===== config.mk =====
export PLATFORM = sky130hd
export DESIGN_NAME = strongly_connected_components_core
export DESIGN_NICKNAME = d
export VERILOG_FILES = /design/src/sv/scc_pkg.sv /design/src/sv/strongly_connected_components_core.sv /design/src/sv/scc_ram.sv /design/src/sv/scc_datapath.sv /design/src/sv/scc_ctrl.sv
export SDC_FILE = /design/constraint.sdc
export NUM_CORES = 2
export LEC_CHECK = 0
export ABC_AREA = 1
export BUFFER_PORTS_ARGS = -buffer_cell sky130_fd_sc_hd__buf_4
export CAP_MARGIN = 25
export CORE_MARGIN = 3
export CORE_UTILIZATION = 60
export CTS_CLUSTER_SIZE = 10
export DETAILED_ROUTE_END_ITERATION = 7
export PLACE_DENSITY_LB_ADDON = 0.08
export SLEW_MARGIN = 20
export SYNTH_ARGS = -nofsm -noshare
export SYNTH_HDL_FRONTEND = slang
export SYNTH_SLANG_ARGS = --single-unit

===== constraint.sdc =====
create_clock -name clk -period 21.4 [get_ports clk]
set_input_delay 1.07 -clock clk [delete_from_list [all_inputs] [get_ports clk]]
set_output_delay 1.07 -clock clk [all_outputs]
set_load 0.01 [all_outputs]

===== src/sv/scc_pkg.sv =====
// Shared types and constants for the strongly connected components core.
// No dependencies.
`timescale 1ns / 1ps
package scc_pkg;
  localparam int NodeW = 5;
  localparam int RowW  = 32;

  typedef enum logic [0:0] {
    REQ_ROW = 1'b0,
    REQ_RUN = 1'b1
  } req_t;

  // controller to datapath
  typedef struct packed {
    logic clear;     // start of run: reset pointers and flags
    logic try_root;  // examine current root
    logic scan;      // examine top frame, one column
    logic pop;       // pop one component member
    logic finish;    // leave frame after component check
  } scc_cmd_t;

  // datapath to controller
  typedef struct packed {
    logic roots_done;
    logic frames_empty;
    logic frame_done;  // top frame has no columns left
    logic descend;     // current column opens a new frame
    logic need_pop;
    logic pop_last;
  } scc_sts_t;
endpackage


===== src/sv/strongly_connected_components_core.sv =====
// Top level of the strongly connected components core.
// Depends on scc_pkg, scc_ctrl, scc_datapath.
`timescale 1ns / 1ps
// Row items (tuser 0) store one adjacency row, and a new row item can follow at
// once. A run item (tuser 1) performs a depth-first component search over
// node_count nodes; the sequencer scans each visited node's row a single column
// per scan step, and for each node also fetches the row, checks the end of the
// row, exits the frame and fetches the parent's row, pops the members and tries
// the roots. A run takes longer while the receiver stalls.
// No item is accepted during a run or until its last
// member has been sent. Members stream out as they complete, tlast marks the
// end of the run. The newest member waits in a holding register until the next
// member or the end of the run decides its tlast; the sequencer stalls on a pop
// while the output register is full.
module strongly_connected_components_core import scc_pkg::*; #(
  parameter int MAX_NODES = 32
) (
  input  logic        clk,
  input  logic        rst,
  input  logic        cfg_we,
  input  logic [5:0]  cfg_wdata,      // node_count
  input  logic        s_axis_tvalid,
  output logic        s_axis_tready,
  input  logic [39:0] s_axis_tdata,   // row_index[4:0], row_bits[36:5], zero fill
  input  logic        s_axis_tuser,   // req_type
  output logic        m_axis_tvalid,
  input  logic        m_axis_tready,
  output logic [15:0] m_axis_tdata,   // member_node[4:0], component_number[9:5],
                                      // component_end[10], zero fill
  output logic        m_axis_tlast    // run_end
);
  logic [5:0]       node_count;
  scc_cmd_t         cmd;
  scc_sts_t         sts;
  logic             busy, emit, acc, have, out_free, send, pop_end;
  logic [NodeW-1:0] pop_node, pop_comp;
  logic [10:0]      pend;

  assign s_axis_tready = !busy && !have;
  assign acc = s_axis_tvalid && s_axis_tready;
  assign out_free = !m_axis_tvalid || m_axis_tready;
  assign send = have && (emit || (!busy && out_free));

  always_ff @(posedge clk) begin
    if (rst) node_count <= 6'd32;
    else if (cfg_we) node_count <= cfg_wdata;
  end

  scc_ctrl u_ctrl (
    .clk, .rst, .start(acc && s_axis_tuser == REQ_RUN), .sts, .out_free,
    .cmd, .busy, .emit
  );

  scc_datapath #(.MaxNodes(MAX_NODES)) u_dp (
    .clk, .rst,
    .row_we(acc && s_axis_tuser == REQ_ROW),
    .row_addr(s_axis_tdata[4:0]), .row_data(s_axis_tdata[36:5]),
    .node_count, .cmd, .sts, .pop_node, .pop_comp, .pop_end
  );

  // hold the newest member until the next one or run end decides tlast
  always_ff @(posedge clk) begin
    if (rst) begin
      have <= 1'b0; m_axis_tvalid <= 1'b0;
    end else begin
      if (emit) begin
        have <= 1'b1;
        pend <= {pop_end, pop_comp, pop_node};
      end else if (send) begin
        have <= 1'b0;
      end
      if (send) begin
        m_axis_tvalid <= 1'b1;
        m_axis_tdata <= {5'd0, pend};
        m_axis_tlast <= !busy;
      end else if (m_axis_tready) begin
        m_axis_tvalid <= 1'b0;
      end
    end
  end

  assert property (@(posedge clk) disable iff (rst) emit |-> out_free)
    else $error("emit while output full");
  assert property (@(posedge clk) disable iff (rst) busy |-> !s_axis_tready)
    else $error("input ready during run");
  assert property (@(posedge clk) disable iff (rst)
    (m_axis_tvalid && !m_axis_tready) |=> $stable(m_axis_tdata))
    else $error("stalled result changed");
endmodule


===== src/sv/scc_ram.sv =====
// Generic single-write, single-read RAM with registered read.
// No dependencies.
`timescale 1ns / 1ps
module scc_ram #(
  parameter int Width = 32,
  parameter int Depth = 32
) (
  input  logic                     clk,
  input  logic                     we,
  input  logic [$clog2(Depth)-1:0] waddr,
  input  logic [Width-1:0]         wdata,
  input  logic [$clog2(Depth)-1:0] raddr,
  output logic [Width-1:0]         rdata
);
  logic [Width-1:0] mem [Depth];
  always_ff @(posedge clk) begin
    if (we) mem[waddr] <= wdata;
    rdata <= mem[raddr];
  end
endmodule


===== src/sv/scc_datapath.sv =====
// Search datapath: adjacency RAM, node tables, component stack and frame stack.
// Depends on scc_pkg and scc_ram.
`timescale 1ns / 1ps
module scc_datapath import scc_pkg::*; #(
  parameter int MaxNodes = 32
) (
  input  logic              clk,
  input  logic              rst,
  input  logic              row_we,
  input  logic [NodeW-1:0]  row_addr,
  input  logic [RowW-1:0]   row_data,
  input  logic [5:0]        node_count,
  input  scc_cmd_t          cmd,
  output scc_sts_t          sts,
  output logic [NodeW-1:0]  pop_node,
  output logic [NodeW-1:0]  pop_comp,
  output logic              pop_end
);
  localparam int N  = (MaxNodes < RowW) ? MaxNodes : RowW;
  localparam int CW = $clog2(N + 1);
  localparam int AW = $clog2(N);

  logic [RowW-1:0]  row;
  logic [N-1:0]     visited, on_stack;
  logic [NodeW-1:0] disc [N];
  logic [NodeW-1:0] low  [N];
  logic [NodeW-1:0] cstack [N];
  logic [NodeW-1:0] fnode [N];
  logic [CW-1:0]    fcol [N];
  logic [CW-1:0]    csp, fsp, root, lim;
  logic [5:0]       dcnt;
  logic [NodeW-1:0] comp;

  logic [NodeW-1:0] v, c, w, par;
  logic [CW-1:0]    col;
  logic             edge_hit, col_end;

  // row of the top frame's node, registered, so valid in the cycle after the top frame changes
  scc_ram #(.Width(RowW), .Depth(N)) u_adj (
    .clk,
    .we(row_we && (32'(row_addr) < N)),
    .waddr(AW'(row_addr)),
    .wdata(row_data),
    .raddr(AW'(v)),
    .rdata(row)
  );

  always_comb begin
    lim = (node_count > 6'(N)) ? CW'(N) : CW'(node_count);
    v   = fnode[NodeW'(fsp - 1'b1)];
    col = fcol[NodeW'(fsp - 1'b1)];
    c   = NodeW'(col);
    col_end  = (col >= lim);
    edge_hit = !col_end && row[c];
    w   = cstack[NodeW'(csp - 1'b1)];
    par = fnode[NodeW'(fsp - 2'd2)];
    sts.roots_done   = (root >= lim);
    sts.frames_empty = (fsp == '0);
    sts.frame_done   = col_end;
    sts.descend      = edge_hit && !visited[c];
    sts.need_pop     = col_end && (low[v] == disc[v]);
    sts.pop_last     = (w == v) || (csp == CW'(1));
  end
  assign pop_node = w;
  assign pop_comp = comp;
  assign pop_end  = (w == v);

  always_ff @(posedge clk) begin
    if (rst) begin
      visited <= '0; on_stack <= '0; csp <= '0; fsp <= '0;
      root <= '0; dcnt <= '0; comp <= '0;
    end else if (cmd.clear) begin
      visited <= '0; on_stack <= '0; csp <= '0; fsp <= '0;
      root <= '0; dcnt <= '0; comp <= '0;
    end else if (cmd.try_root) begin
      root <= root + 1'b1;
      if (!visited[NodeW'(root)]) begin
        visited[NodeW'(root)] <= 1'b1;
        on_stack[NodeW'(root)] <= 1'b1;
        disc[NodeW'(root)] <= dcnt[NodeW-1:0];
        low[NodeW'(root)] <= dcnt[NodeW-1:0];
        dcnt <= dcnt + 1'b1;
        cstack[NodeW'(csp)] <= NodeW'(root);
        csp <= csp + 1'b1;
        fnode[NodeW'(fsp)] <= NodeW'(root);
        fcol[NodeW'(fsp)] <= '0;
        fsp <= fsp + 1'b1;
      end
    end else if (cmd.scan) begin
      if (!col_end) fcol[NodeW'(fsp - 1'b1)] <= col + 1'b1;
      if (edge_hit) begin
        if (!visited[c]) begin
          visited[c] <= 1'b1;
          on_stack[c] <= 1'b1;
          disc[c] <= dcnt[NodeW-1:0];
          low[c] <= dcnt[NodeW-1:0];
          dcnt <= dcnt + 1'b1;
          cstack[NodeW'(csp)] <= c;
          csp <= csp + 1'b1;
          fnode[NodeW'(fsp)] <= c;
          fcol[NodeW'(fsp)] <= '0;
          fsp <= fsp + 1'b1;
        end else if (on_stack[c] && disc[c] < low[v]) begin
          low[v] <= disc[c];
        end
      end
    end else if (cmd.pop) begin
      on_stack[w] <= 1'b0;
      csp <= csp - 1'b1;
      if (sts.pop_last) comp <= comp + 1'b1;
    end else if (cmd.finish) begin
      fsp <= fsp - 1'b1;
      if (fsp > CW'(1) && low[v] < low[par]) low[par] <= low[v];
    end
  end
endmodule


===== src/sv/scc_ctrl.sv =====
// Search sequencer and output handshake for the components core.
// Depends on scc_pkg.
`timescale 1ns / 1ps
module scc_ctrl import scc_pkg::*; (
  input  logic     clk,
  input  logic     rst,
  input  logic     start,
  input  scc_sts_t sts,
  input  logic     out_free,
  output scc_cmd_t cmd,
  output logic     busy,
  output logic     emit
);
  typedef enum logic [5:0] {
    S_IDLE = 6'b000001,
    S_ROOT = 6'b000010,
    S_LOAD = 6'b000100,
    S_SCAN = 6'b001000,
    S_POP  = 6'b010000,
    S_FIN  = 6'b100000
  } state_t;
  state_t state, state_next;

  always_comb begin
    cmd = '0;
    emit = 1'b0;
    state_next = state;
    case (state)
      S_IDLE: if (start) begin cmd.clear = 1'b1; state_next = S_ROOT; end
      S_ROOT: begin
        if (sts.roots_done) state_next = S_IDLE;
        else begin cmd.try_root = 1'b1; state_next = S_LOAD; end
      end
      // wait for the adjacency row of the new top frame
      S_LOAD: state_next = S_SCAN;
      S_SCAN: begin
        if (sts.frames_empty) state_next = S_ROOT;
        else if (sts.frame_done) state_next = sts.need_pop ? S_POP : S_FIN;
        else begin
          cmd.scan = 1'b1;
          if (sts.descend) state_next = S_LOAD;
        end
      end
      S_POP: if (out_free) begin
        cmd.pop = 1'b1; emit = 1'b1;
        if (sts.pop_last) state_next = S_FIN;
      end
      S_FIN: begin cmd.finish = 1'b1; state_next = S_LOAD; end
      default: state_next = S_IDLE;
    endcase
  end

  assign busy = (state != S_IDLE);

  always_ff @(posedge clk) begin
    if (rst) state <= S_IDLE;
    else state <= state_next;
  end
endmodule

[Word-level counts from Yosys, hierarchy flattened]
Memories as Yosys holds them, arrays and structs flattened. A register that Yosys moved wholly into a read port is not among the register bits.
Index checks and enable logic that the tools add are counted.
Storage, ports and cells
  register bits after elaboration: 130
  latch bits: 0
  memory bits (writable): 1856
  ROM bits: 0
  output and inout port bits: 19
  logic and storage cells: 231
  memories: 6
Memories
  u_dp.u_adj.mem: depth 32, width 32, read ports 1, clocked after memory_dff 1, wr ports 1, line scc_ram.sv:15  | logic [Width-1:0] mem [Depth];
  u_dp.fcol: depth 32, width 6, read ports 1, clocked after memory_dff 0, wr ports 2, line scc_datapath.sv:29  | logic [CW-1:0] fcol [N];
  u_dp.cstack: depth 32, width 5, read ports 1, clocked after memory_dff 0, wr ports 1, line scc_datapath.sv:27  | logic [NodeW-1:0] cstack [N];
  u_dp.disc: depth 32, width 5, read ports 2, clocked after memory_dff 0, wr ports 1, line scc_datapath.sv:25  | logic [NodeW-1:0] disc [N];
  u_dp.fnode: depth 32, width 5, read ports 2, clocked after memory_dff 0, wr ports 1, line scc_datapath.sv:28  | logic [NodeW-1:0] fnode [N];
  u_dp.low: depth 32, width 5, read ports 2, clocked after memory_dff 0, wr ports 1, line scc_datapath.sv:26  | logic [NodeW-1:0] low [N];
Cells by class
  add/subtract/negate cells: 9
  $mul: 0
  divide/modulo/power cells: 0
  $lt $le $gt $ge: 12
  eq/ne operators: 19
  shifts and indexed selects: 0
  muxes and demuxes: 117
  bitwise logic cells: 13
  reduce and logical (&&, ||, !) cells: 41
Operators with widths (count)
  two-way mux 32 bit: 11
  two-way mux 6 bit: 27
  OR 32 bit: 4
  two-way mux 1 bit: 60
  two-way mux 5 bit: 10
  case mux 6 bit (6 select lines): 1
  AND 32 bit: 1
  NOT 32 bit: 1
  adder 6 x 1 -> 6 bit, second input constant: 5
  binary-select mux 1 bit (select 5 bit): 4
  OR reduction 5 bit: 4
  less-than comparator 5 x 6 -> 1 bit, second input constant: 3
  AND reduction 4 bit: 4
  demux 1 bit (select 5 bit): 3
  >= comparator 5 x 1 -> 1 bit, second input constant: 3
  logical AND 1 bit: 14
  == test 6 x 1 -> 1 bit, second input constant: 2
  >= comparator 6 bit: 2
  subtractor 6 x 1 -> 6 bit, second input constant: 2
  == test 5 bit: 2
  less-than comparator 5 bit: 2
  != test 2 bit, second input constant: 4
  nonzero test 2 bit: 4
  == test 6 x 2 -> 1 bit, second input constant: 1
  other kinds (23): 37

[Longest topological paths before layout]
An unclocked memory read counts as a cell.
  depth in word-level cells: 16
  gate-level depth with buffers: 50
  gate-level depth less buffers: 38

[Hierarchy]
From an unflattened synthesis, not the netlist that was laid out.
Unflattened totals
  cells, all modules: 9112
  area, all modules: 91432.7 um^2
Modules (own cells, without submodules)
  scc_datapath: instances 1, cells each 5426, area each 47525.6 um^2, sequential area each 26825.7 um^2
  scc_ram: instances 1, cells each 3536, area each 42405.7 um^2, sequential area each 31390.1 um^2
  strongly_connected_components_core: instances 1, cells each 78, area each 1062.3 um^2, sequential area each 850.8 um^2
  scc_ctrl: instances 1, cells each 72, area each 439.2 um^2, sequential area each 120.1 um^2

[Least setup slack after synthesis]
OpenSTA, ideal clock, no wires.
  path type: reg-to-reg
  start: reg u_dp.fsp[0]
  end: mem u_dp.low[0][1] (data pin)
  arrival: 6.663 ns
  path slack: 14.356 ns
  cell stages (with the launch flop): 40
  cells stage by stage: dfxtp_1 > inv_2 > buf_6 > buf_6 > buf_4 > buf_6 > buf_2 > buf_2 > clkbuf_1 > ha_1 > buf_4 > inv_2 > buf_2 > nand3_1 > nand2_1 > nand2_1 > nand2_1 > nand2_1 > (+4 left out) > buf_6 > buf_4 > buf_2 > buf_1 > ha_1 > nor2_1 > or2_2 > a31oi_1 > nand3_1 > nor2_1 > inv_1 > a21oi_1 > nand2_1 > nor2_1 > nand4_1 > nor2_2 > o21ai_0 > o22ai_1
Between the ends
  cells in the longest elaborated chain, start to end: 16
  elaborated cells on any way between the ends: 44
  those cells by class: 2 x add/sub; 4 x order compare; 27 x mux; 7 x reduce/logical; 4 x memory
Ends and longest elaborated chain
  start: declaration: line scc_datapath.sv:30  | logic [CW-1:0] csp, fsp, root, lim;
  start signal: assignment: line scc_datapath.sv:87  | fsp <= fsp + 1'b1;
  start signal: assignment: line scc_datapath.sv:102  | fsp <= fsp + 1'b1;
  start signal: assignment: line scc_datapath.sv:112  | fsp <= fsp - 1'b1;
  subtractor 6 x 1 -> 6 bit: line scc_datapath.sv:50, scc_datapath.sv:51
  memory read (32 x 6 bit) or memory read (32 x 5 bit) (tied branches)
  memory read (32 x 5 bit) (tied with other cells)
  less-than comparator 5 bit or two-way mux 1 bit (tied branches): line scc_datapath.sv:103  | end else if (on_stack[c] && disc[c] < low[v]) begin
  logical AND 1 bit: line scc_datapath.sv:103
  two-way mux 1 bit: line scc_datapath.sv:103
  two-way mux 1 bit: line scc_datapath.sv:92  | if (!visited[c]) begin
  two-way mux 1 bit: line scc_datapath.sv:91  | if (edge_hit) begin
  two-way mux 1 bit: line scc_datapath.sv:89  | end else if (cmd.scan) begin
  two-way mux 1 bit: line scc_datapath.sv:75  | end else if (cmd.try_root) begin
  two-way mux 1 bit: line scc_datapath.sv:72  | end else if (cmd.clear) begin
  two-way mux 1 bit: line scc_datapath.sv:69  | if (rst) begin
  two-way mux 1 bit (implied by the code): line scc_datapath.sv:104  | low[v] <= disc[c];
  OR reduction 5 bit (no source line)
  two-way mux 5 bit (no source line)
  two-way mux 5 bit (no source line) (*)
  end: declaration: line scc_datapath.sv:26
Mark *: on every way between the ends. The rest lies on a longest branch, timed or not. The select of a mux whose other input is x is not followed.

[Final worst setup path]
  start: reg u_dp.fsp[0]
  end: mem u_dp.low[28][2] (enable)
Between the ends
  cells in the longest elaborated chain, start to end: 16
  elaborated cells on any way between the ends: 56
  those cells by class: 2 x add/sub; 4 x order compare; 38 x mux; 8 x reduce/logical; 4 x memory
Ends and longest elaborated chain (line)
  subtractor 6 x 1 -> 6 bit: scc_datapath.sv:50, scc_datapath.sv:51
  memory read (32 x 6 bit) or memory read (32 x 5 bit) (tied branches)
  memory read (32 x 5 bit) (tied with other cells)
  less-than comparator 5 bit or two-way mux 1 bit (tied branches): scc_datapath.sv:103
  logical AND 1 bit: scc_datapath.sv:103
  two-way mux 1 bit: scc_datapath.sv:103
  two-way mux 1 bit: scc_datapath.sv:92
  two-way mux 1 bit: scc_datapath.sv:91
  two-way mux 1 bit: scc_datapath.sv:89
  two-way mux 1 bit: scc_datapath.sv:75
  two-way mux 1 bit: scc_datapath.sv:72
  two-way mux 1 bit: scc_datapath.sv:69
  two-way mux 1 bit (implied by the code): scc_datapath.sv:104
  OR reduction 5 bit (no source line)
  two-way mux 5 bit (no source line) or two-way mux 1 bit (tied branches) (2 in a row)
Parallel ways exist; a longest one is shown, timed or not. The select of a mux whose other input is x is not followed.

==> reports/results.tsv <==
metric	value	unit
reg2reg end	u_dp.low[28][2]	
crit-path max cell delay	780	ps
Inserted Clock Buffers	222	
Syn-to-layout area delta	9.26	%
grt total ovfl	0	
worst setup path start	u_dp.fsp[0]	
maxcap violations	0	
# port buffers	62	
# fillers	11200	
Max H-tree Level	4	
Setup violations, final	0	
XOR/XNOR Fraction of Synth Area	0.215	%
Synth Flop Type	edfxtp_1	
slowest library cell on the worst path	inv_8	
class of the most critical setup path	register to register	
first-pass GRT wire length	375	mm
postcts setup bufs	0	
largest net degree at the start of global routing	214	
CP arrival	10730	ps
Reg area	0.0592	mm²
grt met2 use	53.6	%
area of the multi-input gates	0.0272	mm²
CP bufs+invs	6	
num rows	141	
worst skew pair latency	850	ps
GRT Total Usage	32.1	%
pin slew with the least headroom to its limit	1090	ps
CTS tree	yes	
grt met1 use	41.2	%
DIE HEIGHT	393	µm
Seq cells post-synth	2017	
Fmax achieved	97.2	MHz
Pwr Density	154	mW/mm²
Detailed Route WL	251	mm
Overall Power	15.1	mW
Die Area	0.154	mm²
Tcrit/Tclk final	48.1	%
delay-heaviest family, CP	simple AND/OR/NAND/NOR gates	
Post-Synth Adder-Cell Area	0.600	%
starting DRC count in detailed routing	7010	
startpoint types	register	
Worst-path clk slew	60	ps
Core ar.	0.148	mm²
NumNets Final	8320	
grt met3 use	4.68	%
initial antenna violation count	9	
Setup Total Neg Slack	0	ps
most instantiated cells after synthesis	1879 x edfxtp_1, 1568 x nand2_1, 1387 x nor2_1, 674 x nand3_1, 635 x o21ai_0	
# resized after CTS	0	
die width	393	µm
CTS sink count	2017	
Mean Syn Cell Area	10.7	µm²
Tmin final	10290	ps
post-DP HPWL	146	mm
final hold vios	0	
RR Startpoint	u_dp.fsp[0]	
CTS root buf	clkbuf_16	
Max Root-Sink Buffers	3	
number of global-route vias before repair	62800	
post-synthesis mux area share	0	%
Post-synth EDFFs	1879	
RePlAce Congestion	0.978	
Avg Vias per Cell	6.32	
sequential cell area fraction in the yosys report	66.0	%
Most Frequent Cell on Critical Path	nand2_1	
Critical Path RT	21840	ps
Max FO, Critical Path	140	
DR vias	65400	
nature of the critical path endpoint	register	
cell taking the most area after synthesis	edfxtp_1	
WP depth	35	
FF-to-FF path depth	35	
Netlist cell types	58	
FF-to-FF setup slack	11110	ps
post-synth top area share	62.9	%
Hold Crit Class	register to register	
Worst Setup EP	u_dp.low[28][2]	
cell area after synthesis	0.0897	mm²
status	completed	
top-count cell post-synth	edfxtp_1	
worst hold path cell count	0	
Initial Util	60.5	%
layout cells sized above 1	6.75	%
Async SR Flop Fraction	0	%
Setup Skew	64.1	ps
Syn Inst Count	8365	
unrepaired setup endpoints after global routing	false	
main combinational cell family by area after synthesis	simple AND/OR/NAND/NOR gates	
ANT nets after route	0	
Synth Area in Simple Gates	17.3	%
CTS Hold Bufs	0	
post-DR wirelength/cell	24.3	µm
Synth Area in Compound Gates	11.8	%
IO Pins	71	
ranking of synthesized cells by area	edfxtp_1 63%, nand2_1 6.6%, nor2_1 5.8%	
Max-Slew Margin vs Limit	27.6	%
DRT Pass-1 Iters	8	
layer with the highest usage	met2	
synth warn	0	
Leakage	34.0	nW
DRC violation count after routing	0	
Pins Over Slew Limit	0	
maximum vdd drop	0.260	mV
## how the worst min path moves through the flow
stage / end / from / slack [ps]
detailed placement: m_axis_tdata[2] / pend[2] / 400
global placement: m_axis_tdata[3] / pend[3] / 400
global route: m_axis_tdata[1] / pend[1] / 430
finish: m_axis_tdata[2] / pend[2] / 420
floorplan: m_axis_tdata[0] / pend[0] / 400
CTS: m_axis_tdata[2] / pend[2] / 420
## where the power goes
part,switching [mW],total (mW),internal [mW]
Sequential,0.0279,4.40,4.37
Combinational,5.33,7.25,1.93
Clock,1.51,3.48,1.97
Total,6.86,15.1,8.27
## flip-flops by register name, indices dropped and copies added (netlist names), 32 cells and up
name,flops
u_dp.u_adj.rdata,32
u_dp.cstack,160
u_dp.u_adj.mem,1024
u_dp.disc,160
u_dp.fnode,160
u_dp.visited,32
u_dp.fcol,192
u_dp.on_stack,32
u_dp.low,160
## per-stage QoR
step           area, µm²  setup WS (ps)  util (%)  hold slack (ps)  std cells
2_1_floorplan      89700          14360         -              400       8369
3_3_place_gp       91300          11530      61.6              401       9926
3_5_place_dp       91300          11360      61.6              405       9928
4_1_cts            97900          11310      66.1              419      10300
5_1_grt            98000          10500      66.1              425      10300
6_report           98000          11110      66.1              417      10400
## layer usage
metal / wire (µm) / part of all wire, %
met4: 12900 / 5.1
met3: 20800 / 8.3
met1: 95200 / 38
met2: 123000 / 49
met5: 0 / 0
## cell families after synthesis
family / Yosys count
and+or+nand+nor: 3788
DFF: 2017
AOI/OAI and AO/OA: 1666
buffers and inverters: 831
adders and majority gates: 43
xor gates and xnor gates: 19
other: 1
## worst register-to-register path: cells and delay by family (launching register included)
kind	cells	cell delay, ps
AOI/OAI and AO/OA	3	790
adders and majority gates	1	330
buffers and inverters	6	3780
and+or+nand+nor	25	4650
DFF	1	370
## layout by cell type (no fill, tap or decap), drive strengths merged, types with 17 or more instances in the layout
cell	n
o211ai	146
nand3	680
buf	198
a31oi	61
nor2	1400
nor3	53
dfxtp	138
o22ai	54
o32ai	96
o311ai	161
a32o	29
o21bai	129
ha	43
nand4	36
edfxtp	1879
clkbuf	394
a21oi	257
nor3b	17
nand2	1590
o221ai	24
o21ai	656
inv	266
## final cells by class
cell class	instances	share of cell area, %
flip-flops and latches	2017	60.4
multi-input cells	5521	27.8
clock buffers	394	6.40
well taps	1930	2.46
repair buffers	198	1.60
inverters	265	1.05
clock inverters	17	0.314
diodes	8	0.0204
No activity file was read; power rests on OpenSTA's default activity.
